==> config.mk <==
export PLATFORM = sky130hd
export DESIGN_NAME = mtg_lcg
export DESIGN_NICKNAME = d
export VERILOG_FILES = /design/src/hw/rtl/mtg_pkg.sv /design/src/hw/rtl/mtg_lcg.sv
export SDC_FILE = /design/constraint.sdc
export NUM_CORES = 1
export LEC_CHECK = 0
export ABC_AREA = 1
export BUFFER_PORTS_ARGS = -buffer_cell sky130_fd_sc_hd__buf_4
export CAP_MARGIN = 20
export CORE_MARGIN = 2
export CORE_UTILIZATION = 50
export CTS_BUF_LIST = sky130_fd_sc_hd__clkbuf_8
export DETAILED_ROUTE_END_ITERATION = 10
export PLACE_DENSITY = 0.67
export SETUP_SLACK_MARGIN = 0.2
export SLEW_MARGIN = 20
export SYNTH_ARGS = -nofsm -noshare
export SYNTH_HDL_FRONTEND = slang
export SYNTH_SLANG_ARGS = --single-unit
==> constraint.sdc <==
create_clock -name clk -period 17.5 [get_ports clk]
set_input_delay 4.375 -clock clk [delete_from_list [all_inputs] [get_ports clk]]
set_output_delay 4.375 -clock clk [all_outputs]
set_load 0.01 [all_outputs]
==> src/hw/rtl/mtg_pkg.sv <==
package mtg_pkg;

    localparam int STATE_WORDS   = 624;
    localparam int TWIST_OFFSET  = 397;
    localparam int NEVER_SEEDED  = STATE_WORDS + 1;
    localparam int FAR_WRAP      = STATE_WORDS - TWIST_OFFSET;

    localparam int ADDR_W = $clog2(STATE_WORDS);
    localparam int CNT_W  = $clog2(NEVER_SEEDED + 1);
    localparam int WORD_W = 32;

    localparam logic [1:0] CMD_GENERATE = 2'd0;
    localparam logic [1:0] CMD_SEED     = 2'd1;
    localparam logic [1:0] CMD_LOAD     = 2'd2;

    localparam logic [WORD_W-1:0] MT_MATRIX    = 32'h9908_b0df;
    localparam logic [WORD_W-1:0] DEFAULT_SEED = 32'd4357;
    localparam logic [WORD_W-1:0] LCG_MULT     = 32'd69069;
    localparam logic [WORD_W-1:0] LCG_INC      = 32'd1;
    localparam logic [WORD_W-1:0] LCG_MULT2    = 32'(64'd69069 * 64'd69069);
    localparam logic [WORD_W-1:0] LCG_INC2     = LCG_MULT + LCG_INC;
    localparam logic [WORD_W-1:0] TEMPER_B     = 32'h9d2c_5680;
    localparam logic [WORD_W-1:0] TEMPER_C     = 32'hefc6_0000;

    typedef enum logic [2:0] {
        ST_IDLE,
        ST_GEN_OUT,
        ST_SEED,
        ST_TW_PRIME,
        ST_TW_RUN
    } mtg_state_t;

    function automatic logic [WORD_W-1:0] temper(input logic [WORD_W-1:0] w);
        logic [WORD_W-1:0] y;
        y = w;
        y = y ^ (y >> 11);
        y = y ^ ((y << 7) & TEMPER_B);
        y = y ^ ((y << 15) & TEMPER_C);
        y = y ^ (y >> 18);
        return y;
    endfunction

    function automatic logic [ADDR_W-1:0] next_addr(input logic [ADDR_W-1:0] k);
        logic [ADDR_W-1:0] r;
        if (k == ADDR_W'(STATE_WORDS - 1))
            r = '0;
        else
            r = k + ADDR_W'(1);
        return r;
    endfunction

    function automatic logic [ADDR_W-1:0] far_addr(input logic [ADDR_W-1:0] k);
        logic [ADDR_W-1:0] r;
        if (k < ADDR_W'(FAR_WRAP))
            r = k + ADDR_W'(TWIST_OFFSET);
        else
            r = k - ADDR_W'(FAR_WRAP);
        return r;
    endfunction

endpackage

==> src/hw/rtl/mtg_lcg.sv <==
module mtg_lcg import mtg_pkg::*; (
    input  logic              clk,
    input  logic              load,
    input  logic              step,
    input  logic [WORD_W-1:0] seed,
    output logic [WORD_W-1:0] word
);

    logic [WORD_W-1:0] s_reg;
    logic [WORD_W-1:0] s_next;
    logic [WORD_W-1:0] s_one;
    logic [WORD_W-1:0] s_two;

    // Each table word takes two generator steps; the second is folded into one product.
    assign s_one = s_reg * LCG_MULT + LCG_INC;
    assign s_two = s_reg * LCG_MULT2 + LCG_INC2;
    assign word  = {s_reg[WORD_W-1:WORD_W/2], s_one[WORD_W-1:WORD_W/2]};

    always_comb
    begin
        s_next = s_reg;
        if (load)
            s_next = seed;
        else if (step)
            s_next = s_two;
    end

    always_ff @(posedge clk)
    begin
        s_reg <= s_next;
    end

endmodule

[Yosys cells after proc, flatten, opt, wreduce, memory -nomap -nowiden]
Index checks and enable logic that the tools add are counted.
Word-level totals
  register bits: 32
  output and inout port bits: 32
  input bits: 35
  logic and storage cells: 8
Operators by class
  multipliers: 2
  muxes and demuxes: 2
  $add $sub $neg: 2
  reduce and logical (&&, ||, !) cells: 1
Operators by type and width (count)
  two-way mux 32 bit: 2
  adder 32 x 1 -> 32 bit, second input constant: 1
  adder 32 x 17 -> 32 bit, second input constant: 1
  multiplier 32 x 17 -> 32 bit, second input constant: 1
  multiplier 32 x 29 -> 32 bit, second input constant: 1
  nonzero test 2 bit: 1

[Logic depth before layout (Yosys ltp)]
Gate-level depths: netlist of the first run.
  depth in word-level cells: 4
  mapped depth: 26

[Least setup slack after synthesis of the first run]
OpenSTA, ideal clock, no wires.
  path kind: register to output
  from: register s_reg[7]
  to: output port word[11]
  buffers on the path: 0
  arrival time: 5.004 ns
  setup slack: 8.121 ns
  required time: 13.125 ns
  cell stages (with the launch flop): 21
  cell sequence: edfxtp_1 > ha_1 > xnor2_1 > inv_1 > ha_1 > or2_2 > fa_1 > fa_1 > inv_1 > fa_1 > inv_1 > fa_1 > ha_1 > nand2_1 > nor2_1 > inv_1 > nor3_1 > nand4_1 > nand3_1 > a21oi_1 > xnor2_1
Between the ends
  longest elaborated chain between the ends: 2
Ends and longest elaborated chain
  from (decl): line mtg_lcg.sv:9  | logic [WORD_W-1:0] s_reg;
  from (signal assigned): line mtg_lcg.sv:30  | s_reg <= s_next;
  multiplier 32 x 17 -> 32 bit: line mtg_lcg.sv:15  | assign s_one = s_reg * LCG_MULT + LCG_INC;
  adder 32 x 1 -> 32 bit: line mtg_lcg.sv:15
  to (decl): line mtg_lcg.sv:6  | output logic [WORD_W-1:0] word
No other way between the ends.

[Worst setup path after layout of the first run]
  from: register s_reg[8]
  to: output port word[11]
The elaborated chain is that of the path after synthesis.

==> results of run 1 <==
-- logic make-up (layout without fill, tap and decap cells) --
| family | count (synthesis) | count (layout) | synth area share (%) |
|---|---|---|---|
| simple gates | 412 | 412 | 10.6 |
| buf+inv | 553 | 606 | 13.2 |
| compound gates | 161 | 161 | 5.59 |
| flops | 32 | 32 | 5.94 |
| fa+ha+maj | 623 | 623 | 62.1 |
| xor+xnor | 48 | 48 | 2.60 |
-- worst max path at each step --
| stage | start | endpoint | slack, ps | cells after the start |
|---|---|---|---|---|
| after floorplan | s_reg[7] | word[11] | 8120 | 20 |
| after global placement | s_reg[8] | word[11] | 6990 | 21 |
| final | s_reg[8] | word[11] | 6730 | 21 |
| after global routing | s_reg[8] | word[11] | 6430 | 21 |
| after detailed placement | s_reg[8] | word[11] | 7070 | 21 |
| after CTS | s_reg[8] | word[11] | 6710 | 21 |
-- metal layers --
metal  wire length (um)  vias to the layer above  global-route usage, %
li1                   -                     5700                      -
met1              20900                     5926                   41.2
met2              20300                      377                   45.6
met3               2780                       64                   3.49
met4               1060                        0                   6.46
met5                  0                        -                      0
-- metrics by stage --
step	cell area [sq um]	instances	hold slack, ps	setup WS (ps)	util (%)
after floorplan	16200	1829	838	8120	-
after global placement	17000	2276	1050	6990	53.7
after detailed placement	17000	2276	1050	7070	53.7
after CTS	17100	2284	1060	6710	54.1
after global routing	17100	2284	1150	6430	54.1
final	17100	2284	1090	6730	54.1
-- synthesized netlist by cell type (5+ instances only) --
library cell and instances:
inv_1 527, ha_1 324, fa_1 299, nand2_1 246, a21oi_1 74, nor2_1 70
nand3_1 53, o21ai_0 44, edfxtp_1 32, xnor2_1 25, xor2_1 23, buf_4 16
nand4_1 12, nor3_1 12, o21ai_1 8, a21o_1 6, or2_2 6, clkbuf_1 5
o21bai_1 5
-- layout by cell type (no fill, tap or decap), types with 2 or more instances in the layout --
cell type,Yosys,routed
ha_1,324,324
or2_2,6,6
nand2_1,246,246
edfxtp_1,32,32
o21a_1,2,2
inv_1,527,527
o21ai_2,3,3
buf_4,16,68
o21ai_0,44,44
nor2_2,3,3
inv_2,2,2
nand3_1,53,53
nand4_1,12,12
nor3_1,12,12
xor2_1,23,23
nand3b_1,3,3
o211ai_1,2,2
a21boi_0,3,3
xnor2_1,25,25
o21bai_1,5,5
fa_1,299,299
a21oi_1,74,74
clkbuf_8,0,5
nand2_2,3,3
a21o_1,6,6
nor2_1,70,70
o21ai_1,8,8
o31ai_1,4,4
clkinv_1,1,3
a31oi_1,4,4
-- area by class of cell --
cell class                      count  area share [%]
Clock buffer                        5           0.401
Clock inverter                      3           0.219
Inverter                          530            11.6
Multi-Input combinational cell   1244            76.3
Sequential cell                    32            5.60
Tap cell                          402            2.93
Timing Repair Buffer               68            2.98
-- critical path: cells and delay by family (launching register included) --
family,cells,cell delay (ps)
fa+ha+maj,7,2900
simple gates,6,1450
flops,1,730
xor+xnor,2,460
buf+inv,5,450
compound gates,1,90
==> results.txt, run 1 <==
Status - completed
Drt drc - 0
First-pass GRT wire length - 73.1 mm
Hold crit path type - register to register
Buffers on Ports - 66
Maxcap violations - 0
Worst EP arrival - 6400 ps
First drt pass iteration count - 5
Starting Density - 51.0%
Main synth FF type - edfxtp_1
Die footprint - 33800 sq um
#FFs+latches synth - 32
Async set-reset flop share out of synthesis - 0%
CTS tree - done
Worst-Margin Slew - 864 ps
Pin count of the biggest net entering global routing - 48
Post-Syn Instances - 1829
Worst Path Max Fanout - 9
Flop2flop setup slack - 10660 ps
Vias - 12.1k
Layout cell share with drive strength beyond 1 - 4.99%
Crit path time final - 10770 ps
Chip Height - 184 um
Slew headroom - 42.4%
Area of the multi-input gates - 13100 sq um
Cell variety after synth - 42
Vias per cell - 5.28
Detail Route Antenna Nets - 0
Num ports - 67
Clock sink total - 32
Syn_area_per_cell - 8.84 sq um
Fmax achieved - 92.8 MHz
Total negative slack - 0 ps
Layout area overhead - 6.01%
Startpoint Class - register
CTS resizes - 0
Setup Viol. Count Final - 0
Fill count - 2958
Cell accounting for the most synthesized area - fa_1
Worst r2r dst - s_reg[24]
Syn Nets - 2487
Die width - 184 um
GRT Residual Overflow - 0
Synth area leaders - fa_1 37%, ha_1 25%, inv_1 12%
Clock root buffer - clkbuf_8
Hold Fails Final Rpt - 0
Period utilisation layout - 61.6%
CP max stage delay - 730 ps
Worst Hold End - s_reg[1]
Clock latency on the worst-skew pair - 300 ps
CP Capture Type - output pin
Detail-routed net length per standard cell - 19.7 um
Max Root-Sink Buffers - 2
Vias in the first global route - 13.2k
Synth top area share - 37.0%
DP Wirelength - 40.6 mm
Worst-path clk slew - 80 ps
GRT Total Usage - 28.4%
Critical path's slowest cell - edfxtp_1
Fin nets - 2539
Register area share after synthesis - 5.94%
Cell Area, Synth - 16200 sq um
CTS H-tree lvls - 2
Worst Hold Launch - s_reg[1]
ANT cells - 0
DRT iter0 DRCs - 871
Row count - 65
Number of hold buffers added after cts - 0
Core outline area - 31700 sq um
EDFF count, synth - 32
Final GP Congestion - 0.951
Final max-slew violation count - 0
Num CTS Buffers - 5
Reg2reg start - s_reg[3]
Setup Crit Path Kind - register to output pin
Worst-case reg-to-reg path depth - 24
Initial antenna violation count - 0
Crit path cell chain - ha_1, xnor2_1, inv_1, ha_1, or2_2, fa_1, fa_1, inv_1, fa_1, inv_1, fa_1, ha_1, nand2_1, nor2_1, inv_1, nor3_1, nand4_1, nand3_1, a21oi_1, xnor2_1, buf_4
Max reg flops - 32
Syn. warnings - 0
Post-CTS setup buffer count - 0
RSZ-0062 raised after global routing - false
Worst hold path depth - 1
Skew final - 10.7 ps
Drt total wl - 45.1 mm
Critical Path RT - 13120 ps
Sequential standard cell area - 961 sq um
Power of run 1 is not shown: default switching activity piles up to over one toggle a cycle in this logic, so the estimate is an artifact.
==> run 2: changes to the inputs <==
--- a/config.mk
+++ b/config.mk
@@ -12,7 +12,7 @@
 export CORE_UTILIZATION = 50
 export CTS_BUF_LIST = sky130_fd_sc_hd__clkbuf_8
 export DETAILED_ROUTE_END_ITERATION = 10
-export PLACE_DENSITY = 0.67
+export PLACE_DENSITY = 0.69
 export SETUP_SLACK_MARGIN = 0.2
 export SLEW_MARGIN = 20
 export SYNTH_ARGS = -nofsm -noshare
==> constraint.sdc (replaced) <==
create_clock -name clk -period 9.8 [get_ports clk]
set_input_delay 2.45 -clock clk [delete_from_list [all_inputs] [get_ports clk]]
set_output_delay 2.45 -clock clk [all_outputs]
set_load 0.01 [all_outputs]
==> run 2 against run 1 <==
Register-to-register slack got worse by 7600 ps; global-route usage is 0.44 points lower; cell count hardly changed; via count shrank 0.29%; cell area about the same; first-iteration DRC count shrank 18%; sequential share of layout area barely moved; flip-flop and latch count is the same; critical path depth unchanged; clock skew rose by 1.1 ps; critical endpoint unchanged; count of clock-buffer cells in the layout unchanged; die area unchanged.
==> results.txt, run 2 (synthesis gave the netlist of run 1 again) <==
Status - completed
Worst Hold End - s_reg[1]
GRT Residual Overflow - 0
Slew headroom - 44.8%
Detail-routed net length per standard cell - 19.4 um
CTS H-tree lvls - 2
Total negative slack - 0 ps
DRT iter0 DRCs - 717
Die footprint - 33800 sq um
Vias in the first global route - 12.9k
Hold slack - 1090 ps
Hold Fails Final Rpt - 0
Clock root buffer - clkbuf_8
Critical Path RT - 7350 ps
Skew final - 11.8 ps
Post-layout util - 54.0%
Worst Hold Launch - s_reg[1]
First drt pass iteration count - 6
Core outline area - 31700 sq um
Clock latency on the worst-skew pair - 310 ps
Vias - 12.0k
Fmax achieved - 114 MHz
Fin nets - 2541
Most frequent cells in the layout - 527 x inv_1, 324 x ha_1, 299 x fa_1, 246 x nand2_1, 74 x a21oi_1
Pin count of the biggest net entering global routing - 48
Chip Height - 184 um
Startpoint Class - register
Starting Density - 51.0%
Commonest non-fill, non-tap cell in the layout - inv_1
Final max-slew violation count - 0
Number of hold buffers added after cts - 0
Worst r2r dst - s_reg[24]
Num ports - 67
Max reg flops - 32
Clock sink total - 32
Drt total wl - 44.5 mm
RSZ-0062 raised after global routing - false
Setup Viol. Count Final - 0
Max Root-Sink Buffers - 2
Worst EP arrival - 6350 ps
Initial antenna violation count - 1
Hold crit path type - register to register
CP Capture Type - output pin
CTS resizes - 0
Detail Route Antenna Nets - 0
Worst hold path depth - 1
Layout cell share with drive strength beyond 1 - 5.15%
GRT Total Usage - 28.0%
Post-CTS setup buffer count - 0
Maxcap violations - 0
First-pass GRT wire length - 71.2 mm
Vias per cell - 5.26
Row count - 65
Die width - 184 um
Fill count - 2993
Final GP Congestion - 0.951
Drt drc - 0
Reg2reg start - s_reg[3]
Num CTS Buffers - 5
DP Wirelength - 40.1 mm
Worst-case reg-to-reg path depth - 24
Flop2flop setup slack - 3050 ps
Worst-path clk slew - 80 ps
Period utilisation layout - 89.8%
Worst-Margin Slew - 828 ps
CTS tree - done
Worst Path Max Fanout - 10
Buffers on Ports - 66
Layout area overhead - 5.96%
Crit path time final - 8800 ps
Setup Crit Path Kind - register to output pin
-- run 2: cell types whose count changed in the layout (fill, tap and decap cells not counted) --
| cell | change |
|---|---|
| diode_2 | +1 |
| clkinv_1 | -2 |
| clkinv_2 | +1 |
| bufinv_16 | -1 |
| clkinvlp_4 | +1 |
| buf_4 | +2 |
-- run 2: through the flow --
stage	instance area [sq um]	worst slack (ps)	cells
floorplan	16200	2350	1829
global route	17100	696	2285
global placement	17100	1410	2278
detailed placement	17100	1360	2278
finish	17100	1000	2286
CTS	17100	995	2285
-- run 2: how the worst max path moves through the flow --
stage / start / end / slack [ps] / depth (start not counted)
finish: s_reg[7] / word[11] / 1000 / 21
global route: s_reg[7] / word[11] / 700 / 21
CTS: s_reg[8] / word[11] / 1000 / 21
detailed placement: s_reg[8] / word[11] / 1360 / 21
global placement: s_reg[7] / word[11] / 1410 / 21
floorplan: s_reg[7] / word[11] / 2350 / 20
-- run 2: final cells by class --
class / count / area [sq um] / area share, %
Antenna cell: 1 / 2.50 / 0.0146
Tap cell: 402 / 503 / 2.93
Inverter: 530 / 1990 / 11.6
Sequential cell: 32 / 961 / 5.61
Clock inverter: 2 / 12.5 / 0.0730
Multi-Input combinational cell: 1244 / 13100 / 76.3
Clock buffer: 5 / 68.8 / 0.402
Timing Repair Buffer: 70 / 526 / 3.07
-- run 2: layer usage --
layer  GRT usage, %  share of wire [%]
met1           41.1                 48
met2           44.1                 45
met3           3.05                4.9
met4           7.23                2.5
met5              0                  0
-- run 2: worst max-delay path, stage by stage, from the launching register on --
cell and delay, ps:
edfxtp_1 630, ha_1 450, xnor2_1 280, inv_1 130, ha_1 210, or2_2 310, fa_1 510, fa_1 540
inv_1 50, fa_1 470, inv_1 50, fa_1 430, ha_1 330, nand2_1 120, nor2_1 120, inv_1 60
nor3_1 430, nand4_1 270, nand3_1 210, a21oi_1 90, xnor2_1 190, buf_4 160
Power of run 2 is left out for the same reason.
