**src/hw/rtl/mtg_pkg.sv**
```systemverilog
package mtg_pkg;

    localparam int STATE_WORDS   = 624;
    localparam int TWIST_OFFSET  = 397;
    localparam int NEVER_SEEDED  = STATE_WORDS + 1;
    localparam int FAR_WRAP      = STATE_WORDS - TWIST_OFFSET;

    localparam int ADDR_W = $clog2(STATE_WORDS);
    localparam int CNT_W  = $clog2(NEVER_SEEDED + 1);
    localparam int WORD_W = 32;

    localparam logic [1:0] CMD_GENERATE = 2'd0;
    localparam logic [1:0] CMD_SEED     = 2'd1;
    localparam logic [1:0] CMD_LOAD     = 2'd2;

    localparam logic [WORD_W-1:0] MT_MATRIX    = 32'h9908_b0df;
    localparam logic [WORD_W-1:0] DEFAULT_SEED = 32'd4357;
    localparam logic [WORD_W-1:0] LCG_MULT     = 32'd69069;
    localparam logic [WORD_W-1:0] LCG_INC      = 32'd1;
    localparam logic [WORD_W-1:0] LCG_MULT2    = 32'(64'd69069 * 64'd69069);
    localparam logic [WORD_W-1:0] LCG_INC2     = LCG_MULT + LCG_INC;
    localparam logic [WORD_W-1:0] TEMPER_B     = 32'h9d2c_5680;
    localparam logic [WORD_W-1:0] TEMPER_C     = 32'hefc6_0000;

    typedef enum logic [2:0] {
        ST_IDLE,
        ST_GEN_OUT,
        ST_SEED,
        ST_TW_PRIME,
        ST_TW_RUN
    } mtg_state_t;

    function automatic logic [WORD_W-1:0] temper(input logic [WORD_W-1:0] w);
        logic [WORD_W-1:0] y;
        y = w;
        y = y ^ (y >> 11);
        y = y ^ ((y << 7) & TEMPER_B);
        y = y ^ ((y << 15) & TEMPER_C);
        y = y ^ (y >> 18);
        return y;
    endfunction

    function automatic logic [ADDR_W-1:0] next_addr(input logic [ADDR_W-1:0] k);
        logic [ADDR_W-1:0] r;
        if (k == ADDR_W'(STATE_WORDS - 1))
            r = '0;
        else
            r = k + ADDR_W'(1);
        return r;
    endfunction

    function automatic logic [ADDR_W-1:0] far_addr(input logic [ADDR_W-1:0] k);
        logic [ADDR_W-1:0] r;
        if (k < ADDR_W'(FAR_WRAP))
            r = k + ADDR_W'(TWIST_OFFSET);
        else
            r = k - ADDR_W'(FAR_WRAP);
        return r;
    endfunction

endpackage

```
**src/hw/rtl/mtg_if.sv**
```systemverilog


interface mtg_out_if import mtg_pkg::*; ();
    logic              valid;
    logic              ready;
    logic [WORD_W-1:0] random_value;

    modport source (output valid, output random_value, input ready);
    modport sink   (input valid, input random_value, output ready);
endinterface

```
**src/hw/rtl/mtg_out.sv**
```systemverilog
module mtg_out import mtg_pkg::*; (
    input  logic              clk,
    input  logic              rst_n,
    input  logic              load,
    input  logic [WORD_W-1:0] word,
    output logic              slot_free,
    mtg_out_if.source         response
);

    logic              valid_reg;
    logic              valid_next;
    logic [WORD_W-1:0] data_reg;

    assign slot_free             = !valid_reg || response.ready;
    assign response.valid        = valid_reg;
    assign response.random_value = data_reg;

    always_comb
    begin
        valid_next = valid_reg;
        if (load)
            valid_next = 1'b1;
        else if (response.ready)
            valid_next = 1'b0;
    end

    always_ff @(posedge clk or negedge rst_n)
    begin
        if (!rst_n)
            valid_reg <= 1'b0;
        else
            valid_reg <= valid_next;
    end

    always_ff @(posedge clk)
    begin
        if (load)
        begin
            data_reg <= temper(word);
        end
    end

endmodule

```
**src/flat_wrapper.sv**
```systemverilog
// flat-port wrapper written by rule: the top's interface ports become plain ports
module mtg_out_flat import mtg_pkg::*;
  (clk, rst_n, load, word, slot_free, response_valid, response_random_value, response_ready);
  mtg_out_if response_i ();
  input  logic clk;
  input  logic rst_n;
  input  logic load;
  input  logic [WORD_W-1:0] word;
  output logic slot_free;
  output wire logic [$bits(response_i.valid)-1:0] response_valid;
  output wire logic [$bits(response_i.random_value)-1:0] response_random_value;
  input wire logic [$bits(response_i.ready)-1:0] response_ready;
  assign response_valid = response_i.valid;
  assign response_random_value = response_i.random_value;
  assign response_i.ready = response_ready;
  mtg_out u_core (.clk(clk), .rst_n(rst_n), .load(load), .word(word), .slot_free(slot_free), .response(response_i));
endmodule
```
**config.mk**
```make
export PLATFORM = sky130hd
export DESIGN_NAME = mtg_out_flat
export DESIGN_NICKNAME = d
export VERILOG_FILES = /design/src/hw/rtl/mtg_pkg.sv /design/src/hw/rtl/mtg_if.sv /design/src/hw/rtl/mtg_out.sv /design/src/flat_wrapper.sv
export SDC_FILE = /design/constraint.sdc
export NUM_CORES = 1
export LEC_CHECK = 0
export ABC_AREA = 1
export BUFFER_PORTS_ARGS = -buffer_cell sky130_fd_sc_hd__buf_2
export CAP_MARGIN = 15
export CORE_MARGIN = 5
export CORE_UTILIZATION = 40
export DETAILED_ROUTE_END_ITERATION = 10
export PLACE_DENSITY = 0.7
export SLEW_MARGIN = 20
export SYNTH_ARGS = -nofsm -noshare
export SYNTH_HDL_FRONTEND = slang
export SYNTH_SLANG_ARGS = --single-unit
export TNS_END_PERCENT = 100
```
**constraint.sdc**
```tcl
create_clock -name clk -period 0.8 [get_ports clk]
set_input_delay 0.16 -clock clk [delete_from_list [all_inputs] [get_ports clk]]
set_output_delay 0.16 -clock clk [all_outputs]
set_load 0.05 [all_outputs]
```
==> After elaboration in Yosys (flattened, before gate mapping) <==
Cells that the tools add are included.
{ "op_classes": {"mux": 2, "n_bitwise": 4, "reduce_logical": 3} }
{ "op_table": {"columns": ["operator", "count"], "rows": [
  ["$xor A32 B32 Y32", 2],
  ["$xor A32 B14 Y32", 1],
  ["$xor A32 B21 Y32", 1],
  ["$mux W1", 2],
  ["$reduce_bool A2 Y1", 1],
  ["$logic_not A1 Y1", 1],
  ["$logic_or A1 B1 Y1", 1]
]} }
{ "totals": {"regBits": 33, "input_bits": 36, "elab_cells": 11} }

==> Logic depth before layout (Yosys ltp) <==
Gate-level depths: netlist (run 1).
{ "depth": {"word_depth": 4, "ltp_mapped": 10} }

==> Worst setup path before layout (run 1) <==
Ideal clock, no wire load.
{ "synth_timing": {"kind": "register to register", "start": "register, netlist name u_core.response.valid", "end": "register u_core.valid_reg (netlist: u_core.response.valid)", "setup_ns": 0.077, "t_arrival_ns": 1.165, "required_time_ns": 0.723, "setup_slack_ns": -0.442, "stages_incl_launch_ff": 3, "n_path_buf": 0, "period_less_slack_ns": 1.242, "cell_sequence": "dfrtp_1 > nand2_1 > nand2_1"} }
{ "synth_lines": {"columns": ["element", "line", "text"], "rows": [
  ["end signal, assigned", "mtg_out.sv:32", "valid_reg <= valid_next;"],
  ["end, declared", "mtg_out.sv:10", "logic valid_reg;"]
]} }

==> Final worst setup path (run 1) <==
{ "layout_timing": {"start": "register u_core.valid_reg (netlist: u_core.response.valid)", "end": "output port slot_free"} }
{ "layout_via": {"elab_chain_cells": 2} }
{ "layout_rtl": {"columns": ["element", "line", "text"], "rows": [
  ["$logic_not A1 Y1", "mtg_out.sv:14", "assign slot_free = !valid_reg || response.ready;"],
  ["$logic_or A1 B1 Y1", "mtg_out.sv:14", null],
  ["end, declared", "flat_wrapper.sv:9", "output logic slot_free;"]
]} }
No other way between the ends.

==> results of run 1 <==
## worst paths after layout
check                                       from               endpoint  slack [ps]
min in group asynchronous                  rst_n  u_core.response.valid         190
max in group asynchronous                  rst_n  u_core.response.valid         520
min reg2reg                u_core.response.valid  u_core.response.valid         530
max reg2reg                u_core.response.valid  u_core.response.valid         140
min                               response_ready  u_core.response.valid         170
max                        u_core.response.valid              slot_free        -290
## synthesized netlist by cell type
cell / n / area [um2]
buf_6: 1 / 11.3
nand4_1: 1 / 6.26
or2_1: 1 / 6.26
dfrtp_1: 1 / 25.0
inv_1: 26 / 97.6
nand2_1: 90 / 338
xnor2_1: 14 / 123
inv_2: 2 / 7.51
nand2_2: 7 / 43.8
edfxtp_1: 32 / 961
nor2_2: 1 / 6.26
nand3_1: 10 / 50.1
nand3b_1: 2 / 15.0
xor2_1: 17 / 149
nor2_1: 1 / 3.75
xor2_2: 3 / 48.8
## cells in the final DEF, fill, tap and decap left out, drive strengths merged
cell         netlist  layout
edfxtp            32      32
dfrtp              1       1
nand2             97      97
xor2              20      20
buf                1     101
xnor2             14      14
dlygate4sd3        0       1
clkinv             0       4
nor2               2       2
or2                1       1
nand3b             2       2
nand3             10      10
nand4              1       1
clkbuf             0       6
inv               28      27
## cell families after synthesis
group	Yosys count	synth area share [%]
simple gates	113	24.8
xor+xnor	34	16.9
flops	33	52.1
buf+inv	29	6.15
## final cells by class
type	count	area share (%)
clock buffer	5	1.90
clock inverter	3	0.345
inverter	28	4.79
multi-input combinational	147	34.4
sequential	33	27.2
tap	54	1.86
timing repair buffer	103	29.5
## timing repair
item,CTS,global route
gates resized for setup,125,82
endpoints found under the hold margin,1,0
endpoints found under the setup margin,46,45
hold buffers,1,0
buffers inserted,2,4
pin swaps,28,56
## stage by stage
step           worst slack [ps]  util (%)
6_report                   -287      77.8
5_1_grt                    -312      77.8
4_1_cts                    -281      69.8
3_5_place_dp               -418      57.9
3_3_place_gp               -397      57.9
2_1_floorplan              -264         -
## worst min-delay path, delay by kind of cell
kind | cells | cell delay, ps
simple gates | 2 | 130
buf+inv | 2 | 120
## metal layers
metal	global-route usage, %	vias to the layer above	routed length (um)
met5	0	-	0
met2	29.9	55	3010
met4	8.22	0	191
met1	15.9	804	1680
li1	-	866	-
met3	3.29	17	264
## power groups by stage
stage / sequential, mW / combinational, mW / clock (mW)
CTS: 2.34 / 2.66 / 1.20
global route: 2.37 / 3.16 / 1.26
global placement: 2.31 / 2.17 / 0
detailed placement: 2.31 / 2.21 / 0
finish: 2.34 / 2.97 / 1.17
floorplan: 3.17 / 0.670 / 0
==> impl_summary.txt, run 1 <==
----------------------------------------------------
[CTS]
  Clock tree from TritonCTS ... built
  Clock buffers created by TritonCTS ... 5
  CTS sink count ... 33
  Clk Latency, worst-skew pair ... 280 ps
  Clock transition at the registers of the reported paths ... 60 ps
  Maximum level of the CTS H-tree ... 2
  CTS Buffer Depth ... 2
  Buffer type at the clock tree root ... clkbuf_8

[Timing]
  Final-layout worst hold slack ... 167 ps
  Max-slew violations ... 0
  RSZ-0062 raised after global routing ... yes
  Maximum achievable frequency ... 920 MHz
  Final Hold Vio Count ... 0
  Worst Max-Slew Pin Slew ... 277 ps
  Period minus WS final ... 1090 ps
  Clock Skews ... 0 ps
  Worst max-slew margin expressed relative to the limit ... 81.4%
  Final sum of negative setup slack ... -7120 ps
  Period Utilization, post-route ... 136%
  Worst-case setup margin in the final layout ... -287 ps
  Final setup viols ... 39

[Global routing]
  Largest net degree at the start of global routing ... 20
  Combined global-route utilization of all metal layers ... 15.7%
  Wire length of the first global-routing pass ... 7490 um
  Antenna violations before repair ... 0
  Via count of the first global-routing pass ... 1702
  Remaining global-route overflow ... 0

[Route]
  Total wire length after detailed routing ... 5150 um
  Post-detailed-route DRC marker count ... 0
  First-pass DRT Iterations ... 5
  DR vias ... 1742
  Violation count after the first detailed-routing iteration ... 30
  Via count normalized by instance count ... 4.67
  Mean routed wirelength per cell ... 13.8 um
  Antenna-violating nets left ... 0

[Critical path]
  CP Data Required Time ... 640 ps
  Critical path's top delay family ... flip-flops
  Kind of end point of the critical path ... primary output
  Highest-delay cell along the critical path ... dfrtp_2
  Class of the most critical setup path ... flip-flop to primary output
  Nature of the critical path startpoint ... flip-flop
  Largest fanout of any net on the critical path ... 2
  Biggest cell delay along the critical path ... 420 ps
  Count of buffer and inverter cells on the critical path ... 1
  Cell depth of the worst setup path ... 2
  Worst endpoint data arrival time ... 930 ps
  Ordered cell list for the critical path ... nand2_4 -> buf_8
  R2R depth ... 2

[Layout]
  Area growth from synthesis to final layout ... 91.7%
  Count of antenna diodes in the layout ... 0
  Finished Layout Cells ... 373
  Layout net count ... 354
  Area of combinational cells with multiple inputs ... 1250 um2
  FILL cells ... 297
  Share of post-route cells with drive strength above 1 ... 65.5%
  Area of all sequential standard cells ... 987 um2
  Number of flip-flops under the largest register name ... 32
  Final instance area ... 3630 um2

[Synthesis]
  Synthesized netlist cell count ... 209
  Part of the Yosys area used for sequential elements ... 52.1%
  Post-synth design cell area ... 1890 um2
  Number of distinct library cells after synthesis ... 16
  Number of nets produced by synthesis ... 245
  Flip-flop and latch count after synthesis ... 33
  Ys Warns ... 0
  Mean post-synth cell area ... 9.05 um2

[Placed design]
  Routability congestion estimate ... 0.780
  Total placed instance area ... 2700 um2
  Cells after DPL ... 358
  HPWL after DPL ... 3320 um
  Count of input and output buffers ... 69

[Power and ir drop]
  Design internal power ... 4.05 mW
  Power Total ... 6.49 mW
  Peak VDD IR ... 0.000776 V
  Cell Pwr Density ... 1790 nW/um2
  NetSw ... 2.44 mW
  Sequential Power Share ... 36.1%
  Net switching fraction of the power ... 37.6%
  Clk network pwr share ... 18.0%
  Part of the total power dissipated in combinational logic ... 45.8%
  Leakage component of the power ... 1.70 nW

[Hold path]
  Worst hold path stage count ... 4
  Kind of path behind the tightest hold check ... input pin to flip-flop

[Floorplan]
  # IOs ... 70
  Starting density of the core ... 40.6%
  Placeable core region ... 4660 um2
  Full die area ... 6200 um2
  Die Height ... 78.8 um
  Die outline width ... 78.8 um
  Site row count ... 25

[Flow run]
  Max-cap violations ... 0

[Status]
  Status ... finished with violations
  Violations in the final reports ... negative setup slack

----------------------------------------------------
Power figures use the tool's default switching activity.
==> run 2, diff against run 1 <==
--- a/config.mk
+++ b/config.mk
@@ -11,6 +11,7 @@
 export CORE_MARGIN = 5
 export CORE_UTILIZATION = 40
 export DETAILED_ROUTE_END_ITERATION = 10
+export GPL_TIMING_DRIVEN = 0
 export PLACE_DENSITY = 0.7
 export SLEW_MARGIN = 20
 export SYNTH_ARGS = -nofsm -noshare
==> impl_summary.txt, run 2 (synthesis results as in run 1) <==
----------------------------------------------------
[CTS]
  Clock transition at the registers of the reported paths ... 60 ps
  Buffer type at the clock tree root ... clkbuf_8
  Clock buffers created by TritonCTS ... 5
  CTS Buffer Depth ... 2
  CTS sink count ... 33
  Clk Latency, worst-skew pair ... 280 ps
  Maximum level of the CTS H-tree ... 2
  Clock tree from TritonCTS ... built

[Global routing]
  Wire length of the first global-routing pass ... 7310 um
  Combined global-route utilization of all metal layers ... 15.1%
  Remaining global-route overflow ... 0
  Antenna violations before repair ... 0
  Largest net degree at the start of global routing ... 34
  Via count of the first global-routing pass ... 1639

[Floorplan]
  # IOs ... 70
  Site row count ... 25
  Starting density of the core ... 40.6%
  Die outline width ... 78.8 um
  Full die area ... 6200 um2
  Placeable core region ... 4660 um2
  Die Height ... 78.8 um

[Layout]
  Layout net count ... 337
  Most common library cell in the layout ignoring fill and taps ... buf_6
  Final instance area ... 3550 um2
  Number of flip-flops under the largest register name ... 32
  Area growth from synthesis to final layout ... 87.8%
  Most used cells in the layout excluding fill and tap cells ... buf_6 (44), nand2_2 (42), nand2_1 (35)
  Count of antenna diodes in the layout ... 0
  Share of post-route cells with drive strength above 1 ... 64.9%
  Finished Layout Cells ... 356
  FILL cells ... 285

[Critical path]
  Class of the most critical setup path ... flip-flop to primary output
  Highest-delay cell along the critical path ... dfrtp_2
  Biggest cell delay along the critical path ... 430 ps
  Ordered cell list for the critical path ... nand2_4 -> buf_8
  Nature of the critical path startpoint ... flip-flop
  Worst endpoint data arrival time ... 930 ps
  Largest fanout of any net on the critical path ... 2
  CP Data Required Time ... 640 ps
  Kind of end point of the critical path ... primary output

[Timing]
  RSZ-0062 raised after global routing ... yes
  Worst-case setup margin in the final layout ... -292 ps
  Worst Max-Slew Pin Slew ... 418 ps
  Worst max-slew margin expressed relative to the limit ... 72.1%
  Maximum achievable frequency ... 916 MHz
  Final sum of negative setup slack ... -7050 ps
  Final setup viols ... 43
  Max-slew violations ... 0
  Period minus WS final ... 1090 ps
  Period Utilization, post-route ... 137%
  Final Hold Vio Count ... 0
  Clock Skews ... 0 ps

[Placed design]
  HPWL after DPL ... 3050 um
  Count of input and output buffers ... 68
  Total placed instance area ... 2480 um2
  Cells after DPL ... 331
  Routability congestion estimate ... 0.777
  Worst slack after detailed placement ... -517 ps

[Status]
  Status ... finished with violations
  Violations in the final reports ... negative setup slack

[Route]
  Mean routed wirelength per cell ... 14.1 um
  Via count normalized by instance count ... 4.69
  Violation count after the first detailed-routing iteration ... 55
  Total wire length after detailed routing ... 5000 um
  Post-detailed-route DRC marker count ... 0
  DR vias ... 1671
  Antenna-violating nets left ... 0
  First-pass DRT Iterations ... 3

[Hold path]
  Kind of path behind the tightest hold check ... input pin to flip-flop

[Power and ir drop]
  Cell Pwr Density ... 1820 nW/um2
  Leakage component of the power ... 1.64 nW
  Peak VDD IR ... 0.000734 V
  Power Total ... 6.46 mW

[Flow run]
  Max-cap violations ... 0

----------------------------------------------------
==> run 2: changes by cell type in the layout (fill, tap and decap cells not counted), sizes merged <==
cell	delta
buf	-16
clkbuf	+2
clkinv	-3
==> run 2: area by class of cell <==
class | count | area, um2 | area share [%]
plain buffers | 1 | 20.0 | 0.564
multi-input cells | 147 | 1310 | 36.8
flip-flops and latches | 33 | 987 | 27.8
repair buffers | 85 | 913 | 25.7
inverters | 28 | 176 | 4.97
well taps | 54 | 67.6 | 1.90
clock buffers | 8 | 80.1 | 2.25
==> run 2: power breakdown <==
part           internal, mW  total, mW  switching [mW]
registers              2.22       2.34           0.116
logic                  1.18       2.93            1.74
clock network         0.618       1.20           0.578
==> run 2: routing by layer <==
metal / routed length [um] / global-route usage (%) / vias to the layer above
met5: 0 / 0 / -
met4: 149 / 4.55 / 0
met3: 219 / 3.85 / 16
met2: 2900 / 29.1 / 51
met1: 1730 / 16.0 / 778
li1: - / - / 826
==> run 2: path summary, 6_finish.rpt <==
| check | cells past startpoint | to | slack, ps | from |
|---|---|---|---|---|
| worst min-delay path | 4 | u_core.response.valid | 170 | response_ready |
| max in group asynchronous | 2 | u_core.response.valid | 490 | rst_n |
| worst min register to register | 2 | u_core.response.valid | 540 | u_core.response.valid |
| worst max register to register | 2 | u_core.response.valid | 130 | u_core.response.valid |
| min in group asynchronous | 2 | u_core.response.valid | 210 | rst_n |
| worst max-delay path | 2 | slot_free | -290 | u_core.response.valid |
==> run 2: metrics by stage <==
step	hold WS, ps	utilization [%]
after floorplan	-136	-
final	170	76.2
after detailed placement	-64.9	53.3
after global placement	-64.9	53.3
after CTS	162	67.7
after global routing	192	76.2
==> run 2: what timing repair did <==
item	4_1_cts	5_1_grt
setup buffers	11	5
pin swaps	36	55
resized for setup	137	84
endpoints found under the setup margin	79	45
hold endpoints to repair	1	0
hold buffers	1	0
==> run 2: critical path: cells and delay by family (launching register included) <==
kind | cells | cell delay, ps
buffers and inverters | 1 | 150
flip-flops | 1 | 430
AND/OR/NAND/NOR | 1 | 80
